## config.mk

```make
export PLATFORM = sky130hd
export DESIGN_NAME = mqtt_connect_parser
export DESIGN_NICKNAME = d
export VERILOG_FILES = /design/src/rtl/mcp_pkg.sv /design/src/rtl/mcp_front.sv /design/src/rtl/mcp_evq.sv /design/src/rtl/mcp_back.sv /design/src/rtl/mqtt_connect_parser.sv
export SDC_FILE = /design/constraint.sdc
export NUM_CORES = 1
export LEC_CHECK = 0
export ABC_CLOCK_PERIOD_IN_PS = 3700
export BUFFER_PORTS_ARGS = -buffer_cell sky130_fd_sc_hd__buf_2
export CAP_MARGIN = 20
export CORE_UTILIZATION = 55
export CTS_BUF_LIST = sky130_fd_sc_hd__clkbuf_2 sky130_fd_sc_hd__clkbuf_4 sky130_fd_sc_hd__clkbuf_8
export DETAILED_ROUTE_END_ITERATION = 16
export PLACE_DENSITY = 0.83
export SLEW_MARGIN = 5
export SYNTH_ARGS = -nofsm -noshare
export SYNTH_HDL_FRONTEND = slang
export SYNTH_SLANG_ARGS = --single-unit
export TNS_END_PERCENT = 10
```

## constraint.sdc

```tcl
create_clock -name i_clk -period 3.7 [get_ports i_clk]
set_input_delay 0.74 -clock i_clk [delete_from_list [all_inputs] [get_ports i_clk]]
set_output_delay 0.74 -clock i_clk [all_outputs]
set_load 0.005 [all_outputs]
```

## src/rtl/mcp_pkg.sv

```systemverilog
// Shared types and constants for the MQTT CONNECT parser.
`default_nettype none

package mcp_pkg;

    localparam logic [7:0] CONNACK_TYPE = 8'h20;
    localparam logic [7:0] CONNACK_LEN  = 8'h02;
    localparam logic [7:0] CONNACK_RSVD = 8'h00;
    localparam logic [3:0] TYPE_CONNECT = 4'h1;
    localparam logic [7:0] TYPE_MASK    = 8'hF0;

    localparam logic       CODE_ACCEPTED = 1'b0;
    localparam logic       CODE_BAD_NAME = 1'b1;

    // Entry zero holds the first expected character of the protocol name.
    localparam logic [3:0][7:0] NAME_CHARS = {8'h54, 8'h54, 8'h51, 8'h4D};
    localparam logic [15:0]     NAME_LEN   = 16'd4;

    localparam logic [2:0] VARINT_MAX = 3'd4;
    localparam int         STR_COUNT  = 5;
    localparam logic [2:0] STR_LAST   = 3'(STR_COUNT - 1);
    localparam logic [1:0] BEAT_LAST  = 2'd3;

    typedef enum logic [3:0] {
        PH_IDLE,
        PH_VARINT,
        PH_NAME_HI,
        PH_NAME_LO,
        PH_NAME_BODY,
        PH_LEVEL,
        PH_FLAGS,
        PH_KA_HI,
        PH_KA_LO,
        PH_STR_HI,
        PH_STR_LO,
        PH_STR_BODY
    } t_phase;

    typedef struct packed {
        logic [7:0] data_byte;
        logic       packet_start;
    } t_in;

    typedef struct packed {
        logic [7:0]  reply_byte;
        logic        reply_last;
        logic        return_code;
        logic [7:0]  proto_lvl;
        logic [7:0]  flag_bits;
        logic [15:0] alive_secs;
    } t_out;

    // One pending CONNACK, handed from the parser to the reply serializer.
    typedef struct packed {
        logic        code;
        logic [7:0]  level;
        logic [7:0]  flags;
        logic [15:0] alive_secs;
    } t_event;

endpackage

`default_nettype wire

```

## src/rtl/mcp_front.sv

```systemverilog
// Byte parser: walks the CONNECT packet and raises a reply event when one is due.
`default_nettype none

module mcp_front (
    input  wire logic          i_clk,
    input  wire logic          i_rst_n,
    input  wire logic          i_accept,
    input  wire mcp_pkg::t_in  i_item,
    output logic               o_evt_push,
    output mcp_pkg::t_event    o_evt
);

    mcp_pkg::t_phase r_phase, n_phase;
    logic [2:0]  r_vcnt, n_vcnt;
    logic [7:0]  r_len_hi, n_len_hi;
    logic [15:0] r_left, n_left;
    logic        r_match, n_match;
    logic [7:0]  r_level, n_level;
    logic [7:0]  r_flags, n_flags;
    logic [15:0] r_ka, n_ka;
    logic [2:0]  r_str, n_str;

    logic [7:0]  b;
    logic [15:0] len;
    logic [2:0]  vcnt_inc;
    logic [1:0]  name_idx;
    logic [mcp_pkg::STR_COUNT-1:0] str_sel;
    logic        next_found;
    logic [2:0]  next_str;

    assign b        = i_item.data_byte;
    assign len      = {r_len_hi, b};
    assign vcnt_inc = r_vcnt + 3'd1;
    assign name_idx = 2'(~r_left[1:0] + 2'd1);

    // Strings in order: client id, will topic, will message, username, password.
    assign str_sel = {r_flags[6], r_flags[7], r_flags[2], r_flags[2], 1'b1};

    always_comb begin
        next_found = 1'b0;
        next_str   = '0;
        for (int t = mcp_pkg::STR_COUNT - 1; t >= 0; t--) begin
            if (str_sel[t] && (3'(t) > r_str)) begin
                next_found = 1'b1;
                next_str   = 3'(t);
            end
        end
    end

    always_ff @(posedge i_clk) begin
        if (!i_rst_n) begin
            r_phase  <= mcp_pkg::PH_IDLE;
            r_vcnt   <= '0;
            r_len_hi <= '0;
            r_left   <= '0;
            r_match  <= 1'b1;
            r_level  <= '0;
            r_flags  <= '0;
            r_ka     <= '0;
            r_str    <= '0;
        end else begin
            r_phase  <= n_phase;
            r_vcnt   <= n_vcnt;
            r_len_hi <= n_len_hi;
            r_left   <= n_left;
            r_match  <= n_match;
            r_level  <= n_level;
            r_flags  <= n_flags;
            r_ka     <= n_ka;
            r_str    <= n_str;
        end
    end

    always_comb begin
        n_phase    = r_phase;
        n_vcnt     = r_vcnt;
        n_len_hi   = r_len_hi;
        n_left     = r_left;
        n_match    = r_match;
        n_level    = r_level;
        n_flags    = r_flags;
        n_ka       = r_ka;
        n_str      = r_str;
        o_evt_push = 1'b0;
        o_evt.code       = mcp_pkg::CODE_ACCEPTED;
        o_evt.level      = r_level;
        o_evt.flags      = r_flags;
        o_evt.alive_secs = r_ka;

        if (i_accept) begin
            if (i_item.packet_start) begin
                n_vcnt   = '0;
                n_len_hi = '0;
                n_left   = '0;
                n_match  = 1'b1;
                n_level  = '0;
                n_flags  = '0;
                n_ka     = '0;
                n_str    = '0;
                n_phase  = (((b & mcp_pkg::TYPE_MASK) >> 4) == 8'(mcp_pkg::TYPE_CONNECT))
                         ? mcp_pkg::PH_VARINT : mcp_pkg::PH_IDLE;
            end else begin
                case (r_phase)
                    mcp_pkg::PH_VARINT: begin
                        n_vcnt = vcnt_inc;
                        if (!b[7] || (vcnt_inc >= mcp_pkg::VARINT_MAX)) begin
                            n_phase = mcp_pkg::PH_NAME_HI;
                        end
                    end
                    mcp_pkg::PH_NAME_HI: begin
                        n_len_hi = b;
                        n_phase  = mcp_pkg::PH_NAME_LO;
                    end
                    mcp_pkg::PH_NAME_LO: begin
                        n_left  = len;
                        n_match = (len == mcp_pkg::NAME_LEN);
                        if (len == '0) begin
                            // An empty name can never match.
                            o_evt_push = 1'b1;
                            o_evt.code = mcp_pkg::CODE_BAD_NAME;
                            n_phase    = mcp_pkg::PH_IDLE;
                        end else begin
                            n_phase = mcp_pkg::PH_NAME_BODY;
                        end
                    end
                    mcp_pkg::PH_NAME_BODY: begin
                        if (r_match && (r_left >= 16'd1) && (r_left <= mcp_pkg::NAME_LEN)
                            && (b != mcp_pkg::NAME_CHARS[name_idx])) begin
                            n_match = 1'b0;
                        end
                        n_left = r_left - 16'd1;
                        if (n_left == '0) begin
                            if (!n_match) begin
                                o_evt_push = 1'b1;
                                o_evt.code = mcp_pkg::CODE_BAD_NAME;
                                n_phase    = mcp_pkg::PH_IDLE;
                            end else begin
                                n_phase = mcp_pkg::PH_LEVEL;
                            end
                        end
                    end
                    mcp_pkg::PH_LEVEL: begin
                        n_level = b;
                        n_phase = mcp_pkg::PH_FLAGS;
                    end
                    mcp_pkg::PH_FLAGS: begin
                        n_flags = b;
                        n_phase = mcp_pkg::PH_KA_HI;
                    end
                    mcp_pkg::PH_KA_HI: begin
                        n_ka    = {b, 8'h00};
                        n_phase = mcp_pkg::PH_KA_LO;
                    end
                    mcp_pkg::PH_KA_LO: begin
                        n_ka    = r_ka | {8'h00, b};
                        n_str   = '0;
                        n_phase = mcp_pkg::PH_STR_HI;
                    end
                    mcp_pkg::PH_STR_HI: begin
                        n_len_hi = b;
                        n_phase  = mcp_pkg::PH_STR_LO;
                    end
                    mcp_pkg::PH_STR_LO, mcp_pkg::PH_STR_BODY: begin
                        n_left = (r_phase == mcp_pkg::PH_STR_LO) ? len : (r_left - 16'd1);
                        if (n_left == '0) begin
                            // String done: go to the next selected one or reply.
                            if (next_found && (r_str < mcp_pkg::STR_LAST)) begin
                                n_str   = next_str;
                                n_phase = mcp_pkg::PH_STR_HI;
                            end else begin
                                o_evt_push = 1'b1;
                                o_evt.code = mcp_pkg::CODE_ACCEPTED;
                                n_phase    = mcp_pkg::PH_IDLE;
                            end
                        end else begin
                            n_phase = mcp_pkg::PH_STR_BODY;
                        end
                    end
                    default: begin
                        n_phase = mcp_pkg::PH_IDLE;
                    end
                endcase
            end
        end
    end

endmodule

`default_nettype wire

```

## src/rtl/mcp_evq.sv

```systemverilog
// Two-entry queue of pending reply events between the parser and the serializer.
`default_nettype none

module mcp_evq (
    input  wire logic            i_clk,
    input  wire logic            i_rst_n,
    input  wire logic            i_push,
    input  wire mcp_pkg::t_event i_evt,
    input  wire logic            i_pop,
    output logic                 o_full,
    output logic                 o_valid,
    output mcp_pkg::t_event      o_evt
);

    mcp_pkg::t_event r_mem [2];
    logic       r_wr, r_rd;
    logic [1:0] r_count;
    logic       do_push, do_pop;

    assign o_full  = (r_count == 2'd2);
    assign o_valid = (r_count != 2'd0);
    assign o_evt   = r_mem[r_rd];
    assign do_push = i_push && !o_full;
    assign do_pop  = i_pop && o_valid;

    always_ff @(posedge i_clk) begin
        if (do_push) begin
            r_mem[r_wr] <= i_evt;
        end
    end

    always_ff @(posedge i_clk) begin
        if (!i_rst_n) begin
            r_wr    <= 1'b0;
            r_rd    <= 1'b0;
            r_count <= '0;
        end else begin
            if (do_push) begin
                r_wr <= ~r_wr;
            end
            if (do_pop) begin
                r_rd <= ~r_rd;
            end
            r_count <= r_count + 2'(do_push) - 2'(do_pop);
        end
    end

endmodule

`default_nettype wire

```

## src/rtl/mcp_back.sv

```systemverilog
// Reply serializer: turns one event into the four CONNACK words.
`default_nettype none

module mcp_back (
    input  wire logic            i_clk,
    input  wire logic            i_rst_n,
    input  wire logic            i_evt_valid,
    input  wire mcp_pkg::t_event i_evt,
    output logic                 o_evt_pop,
    input  wire logic            i_pop,
    output logic                 o_empty,
    output mcp_pkg::t_out        o_result
);

    logic            r_busy;
    logic [1:0]      r_beat;
    mcp_pkg::t_event r_evt;
    logic            last_taken;

    assign o_empty    = !r_busy;
    assign last_taken = r_busy && i_pop && (r_beat == mcp_pkg::BEAT_LAST);
    // A new event loads when idle or as the last word of the current one leaves.
    assign o_evt_pop  = i_evt_valid && (!r_busy || last_taken);

    always_ff @(posedge i_clk) begin
        if (o_evt_pop) begin
            r_evt <= i_evt;
        end
    end

    always_ff @(posedge i_clk) begin
        if (!i_rst_n) begin
            r_busy <= 1'b0;
            r_beat <= '0;
        end else begin
            if (o_evt_pop) begin
                r_busy <= 1'b1;
                r_beat <= '0;
            end else if (last_taken) begin
                r_busy <= 1'b0;
                r_beat <= '0;
            end else if (r_busy && i_pop) begin
                r_beat <= r_beat + 2'd1;
            end
        end
    end

    always_comb begin
        case (r_beat)
            2'd0:    o_result.reply_byte = mcp_pkg::CONNACK_TYPE;
            2'd1:    o_result.reply_byte = mcp_pkg::CONNACK_LEN;
            2'd2:    o_result.reply_byte = mcp_pkg::CONNACK_RSVD;
            default: o_result.reply_byte = {7'b0, r_evt.code};
        endcase
        o_result.reply_last  = (r_beat == mcp_pkg::BEAT_LAST);
        o_result.return_code = r_evt.code;
        o_result.proto_lvl   = r_evt.level;
        o_result.flag_bits   = r_evt.flags;
        o_result.alive_secs  = r_evt.alive_secs;
    end

endmodule

`default_nettype wire

```

## src/rtl/mqtt_connect_parser.sv

```systemverilog
// Top level of the MQTT CONNECT parser with CONNACK reply.
//
// Input side is a queue write port: one packet byte per word, with
// packet_start set on the first byte of each packet. A word is taken when
// push is high and full is low: one byte every cycle while full stays low.
// Result side is a queue read port: while empty is low the oldest reply
// word is on o_result and pop takes it. Each reply is four words,
// 20 02 00 code, with the parsed level, flags and keep-alive on every word.
// The first reply word reaches o_result once the event for the byte ending
// the packet (or the protocol name, when the name is not MQTT) has passed
// through the event queue into the serializer; the four words then leave
// one per cycle while pop stays high.
// Between the parser and the serializer sits a two-entry event queue; full
// rises only when two replies wait there behind the one being read, so a
// stalled reader holds up the byte stream only after that.
// Reset clears the parse state to idle and empties both queues; bytes that
// arrive outside a CONNECT packet are taken and dropped.
`default_nettype none

module mqtt_connect_parser (
    input  wire logic          i_clk,
    input  wire logic          i_rst_n,
    input  wire logic          push,
    output logic               full,
    input  wire mcp_pkg::t_in  i_item,
    output logic               empty,
    input  wire logic          pop,
    output mcp_pkg::t_out      o_result
);

    logic            accept;
    logic            evt_push;
    mcp_pkg::t_event evt_in;
    logic            evt_full;
    logic            evt_valid;
    mcp_pkg::t_event evt_out;
    logic            evt_pop;

    assign accept = push && !evt_full;
    assign full   = evt_full;

    mcp_front u_front (
        .i_clk      (i_clk),
        .i_rst_n    (i_rst_n),
        .i_accept   (accept),
        .i_item     (i_item),
        .o_evt_push (evt_push),
        .o_evt      (evt_in)
    );

    mcp_evq u_evq (
        .i_clk   (i_clk),
        .i_rst_n (i_rst_n),
        .i_push  (evt_push),
        .i_evt   (evt_in),
        .i_pop   (evt_pop),
        .o_full  (evt_full),
        .o_valid (evt_valid),
        .o_evt   (evt_out)
    );

    mcp_back u_back (
        .i_clk       (i_clk),
        .i_rst_n     (i_rst_n),
        .i_evt_valid (evt_valid),
        .i_evt       (evt_out),
        .o_evt_pop   (evt_pop),
        .i_pop       (pop),
        .o_empty     (empty),
        .o_result    (o_result)
    );

    // The parser only raises an event for a word it has taken.
    a_no_push_when_full: assert property (@(posedge i_clk) disable iff (!i_rst_n)
        evt_full |-> !evt_push)
        else $error("reply event raised while event queue full");

    // A reply is never cut short: after a non-final word leaves, another follows.
    a_reply_continues: assert property (@(posedge i_clk) disable iff (!i_rst_n)
        (pop && !empty && !o_result.reply_last) |=> !empty)
        else $error("reply ended before its final word");

    // Within one reply the return code does not change.
    a_code_steady: assert property (@(posedge i_clk) disable iff (!i_rst_n)
        (pop && !empty && !o_result.reply_last) |=> $stable(o_result.return_code))
        else $error("return code changed inside a reply");

    // The final word carries the return code itself.
    a_last_is_code: assert property (@(posedge i_clk) disable iff (!i_rst_n)
        (!empty && o_result.reply_last) |->
            (o_result.reply_byte == {7'b0, o_result.return_code}))
        else $error("final reply word does not match the return code");

endmodule

`default_nettype wire
```

==> key figures <==
Outcome
  – Result of the run: complete, no violations

STA
  – Worst slew margin relative to its limit: 0.341
  – Final cycle utilization of the critical path: 0.970
  – Total Neg Setup Slack: 0 ns
  – Worst Setup Slack, final: 0.111 ns
  – Measured slew at the worst slew-check pin: 0.982 ns
  – Clock period minus worst slack: 3.59 ns
  – Final count of pins violating max slew: 0
  – Unrepaired setup endpoints after global routing: no
  – Worst hold slack after final layout: 0.464 ns
  – Final setup vio count: 0
  – Max Clk Rate: 279 MHz
  – Number of hold violations in the final report: 0
  – Worst clock skew: 0.0123 ns

Setup path
  – Depth of the worst register-to-register path: 13
  – Largest fanout on the critical path: 7
  – Type of element launching the critical path: register
  – Signal arrival time at the worst endpoint: a little under 4 ns
  – Crit Path Class: reg2reg
  – WP data required: slightly above 4 ns
  – Critical-path cell with the highest stage delay: a2111oi_2
  – CP Cell Sequence: inv_1 > ha_1 > or3b_2 > a2111oi_2 > o41a_1 > nor2_1 > a41oi_1 > o41ai_2 > and2_1 > ha_1 > xor2_1 > xnor2_1 > nor2_1
  – Critical Path Max Stage Delay: 0.50 ns
  – Endpoint class of the critical path: register

Routing
  – Number of nets with antenna violations after routing: 0
  – Number of detailed-route iterations in the first pass: 5
  – Vias per Instance: 5.79
  – Routed WL: 15.8 mm
  – Residual DRC count: 0
  – 1st-iter DRT viols: 486
  – Average wire per cell in the routed design: between 15 and 20 µm
  – Via Count: 5275

Layout
  – Most used cells in the layout excluding fill and tap cells: 99 x edfxtp_1, 96 x nor2_1, 73 x dfxtp_1
  – Most common cell after layout, fill and taps aside: edfxtp_1
  – Ratio of cells with drive above 1 in the final layout: 0.203
  – Area growth syn-to-layout: 11.1%
  – Number of nets in the final layout: 746
  – Sequential cell area: 0.00446 mm²
  – Multi-input logic area: between 0.002 and 0.003 mm²
  – Filler cells: 1058

Placement
  – Placer Congestion: 0.973
  – Buffers added on ports: between 50 and 60
  – Detailed-placement wirelength estimate: 10.9 mm
  – Pre-CTS setup slack: -0.403 ns

Power and ir drop
  – Flop pwr share: 0.548
  – Power consumption: 0.00420 W
  – Clock Power Share: 0.286
  – Sw frac: 0.269
  – Worst supply voltage drop on vdd: 0.000257 V
  – Internal portion of total power: about 0.0031 W
  – NetSw: 0.00113 W
  – Reported leakage power: about 3.2 nW
  – Logic pwr share: 0.166
  – Total power density per cell area: 499 mW/mm²

Die
  – Die Y: 119 µm
  – Area of the die: approximately 0.014 mm²
  – Number of cell rows: 42
  – I/O pins: 57
  – Floorplan die width: 119 µm
  – Placeable Area: 0.0133 mm²
  – Starting utilization of the core area: 0.568

GRT
  – Pin count of the biggest net entering global routing: 35
  – Initial antenna violation count: 1
  – GRT Residual Overflow: 0
  – Global-route wire length before repair: ~26 mm
  – Via count of the first global-routing pass: 5139
  – GRT Overall Usage: 0.236

Synth
  – Post-synth design cell area: 0.00758 mm²
  – Cell types occupying the most area after synthesis: edfxtp_1 39%, dfxtp_1 20%, mux2_2 4.9%
  – Most used flip-flop cell after synthesis: edfxtp_1
  – Mean area per synthesized cell: 11.3 µm²
  – FFs w/ async S/R, synth: 0
  – Proportion of netlist area held by the largest area contributor: 0.392
  – Register bit count reported by yosys: approximately 170
  – Yosys warns: 0
  – Cells after Synth: roughly 670
  – Distinct cell type count after synthesis: 68
  – Post-synthesis cell type with the largest combined area: edfxtp_1
  – Seq/Total Area, Yosys: 0.588
  – Number of enable-type register cells in the synthesized netlist: 99

CTS
  – Number of hold-repair buffers added at the cts stage: 0
  – CTS tree: yes
  – Clock latency at the later pin of the worst-skew pair: 0.46 ns
  – Clock slew at the register clock pins of the worst setup and hold paths: 0.08 ns
  – Total clock buffers created by CTS: 17
  – TritonCTS Sinks: around 170
  – Clock Tree Buf Depth: 2
  – Htree depth: 4
  – Master cell of the clock root buffer: clkbuf_8

Min path
  – Worst hold path cell count: 0
  – Hold Path Class: reg2reg

Flow run
  – Max Cap Viol: 0
## kinds of logic after synthesis
group,Yosys count,synth area share
AO/OA/AOI/OAI,117,0.105
XOR/XNOR,13,0.0150
adder cells (fa/ha/maj),11,0.0182
buffers and inverters,61,0.0350
flip-flops,173,0.588
multiplexers,59,0.0834
other,1,0.000495
AND/OR/NAND/NOR,237,0.155
## layout make-up
class / count / area share
clock buffer: 18 / 0.0287
multi-input combinational: 442 / 0.343
tap: 176 / 0.0262
timing repair buffer: 70 / 0.0507
clock inverter: 13 / 0.0138
antenna: 1 / 0.000297
inverter: 18 / 0.00802
sequential: 173 / 0.529
## state kept, by name, indices dropped and copies added, names as in the netlist, 4 cells and up
signal	cells
u_evq.r_mem	66
u_back.o_result	33
u_front.r_ka	16
u_front.r_left	16
u_front.r_flags	8
u_front.r_len_hi	8
u_front.r_level	8
u_front.r_phase	4
## layer usage
metal | track usage | vias to the layer above | share of wire
li1 | - | 2529 | -
met1 | 0.289 | 2522 | 0.41
met2 | 0.393 | 183 | 0.50
met3 | 0.0474 | 41 | 0.057
met4 | 0.124 | 0 | 0.033
met5 | 0.00735 | - | 0
## worst max-delay path, delay by kind of cell (launching register included)
kind,cells,cell delay (ns)
XOR/XNOR,2,0.32
flip-flops,1,0.47
adder cells (fa/ha/maj),2,0.41
buffers and inverters,1,0.13
AO/OA/AOI/OAI,4,1.35
AND/OR/NAND/NOR,4,0.79
## power by group through the flow
stage / clock network [W] / registers, W / logic (W)
3_5_place_dp: 0 / 0.00234 / 0.000705
4_1_cts: 0.00123 / 0.00230 / 0.000711
6_report: 0.00120 / 0.00230 / 0.000698
3_3_place_gp: 0 / 0.00234 / 0.000683
2_1_floorplan: 0 / 0.00236 / 0.000446
5_1_grt: 0.00130 / 0.00232 / 0.000770
## synthesized netlist by cell type (3+ instances only)
master,instances
edfxtp_1,99
nor2_1,97
dfxtp_1,74
nand2_1,42
mux2_2,33
a21oi_1,29
clkbuf_1,29
o21ai_0,28
mux2i_1,26
inv_1,18
nor3_1,15
a22oi_1,12
ha_1,11
nand2b_1,10
nor2b_1,10
xnor2_1,10
a22o_1,9
and2_1,7
nand3_1,7
nand3b_1,6
nor4_1,6
buf_1,5
buf_4,5
o21ai_1,5
and3_1,4
nand4_1,4
nor4b_1,4
o211ai_1,4
or3_1,4
or4_1,4
a31oi_1,3
o22ai_1,3
o31ai_1,3
xor2_1,3
## stage by stage
step / instances / utilization / instance area [µm²]
2_1_floorplan: 676 / - / 7590
3_3_place_gp: 878 / 0.602 / 8040
3_5_place_dp: 878 / 0.602 / 8040
4_1_cts: 909 / 0.630 / 8400
5_1_grt: 911 / 0.631 / 8420
6_report: 911 / 0.631 / 8420
## repair_timing
item                                    in CTS  in global routing
resized for setup                            2                  1
endpoints found under the setup margin      68                 35
setup buffers                                0                  0
## worst paths after layout
check	slack, ns	endpoint	from
setup / recovery	0.11	u_evq.r_count[1]	u_front.r_left[1]
hold / removal	0.46	u_evq.r_mem[1][20]	u_front.r_flags[4]
setup reg to reg	0.11	u_evq.r_count[1]	u_front.r_left[1]
hold reg to reg	0.46	u_evq.r_mem[1][20]	u_front.r_flags[4]
Note: power is estimated with default switching activity, not from simulation.
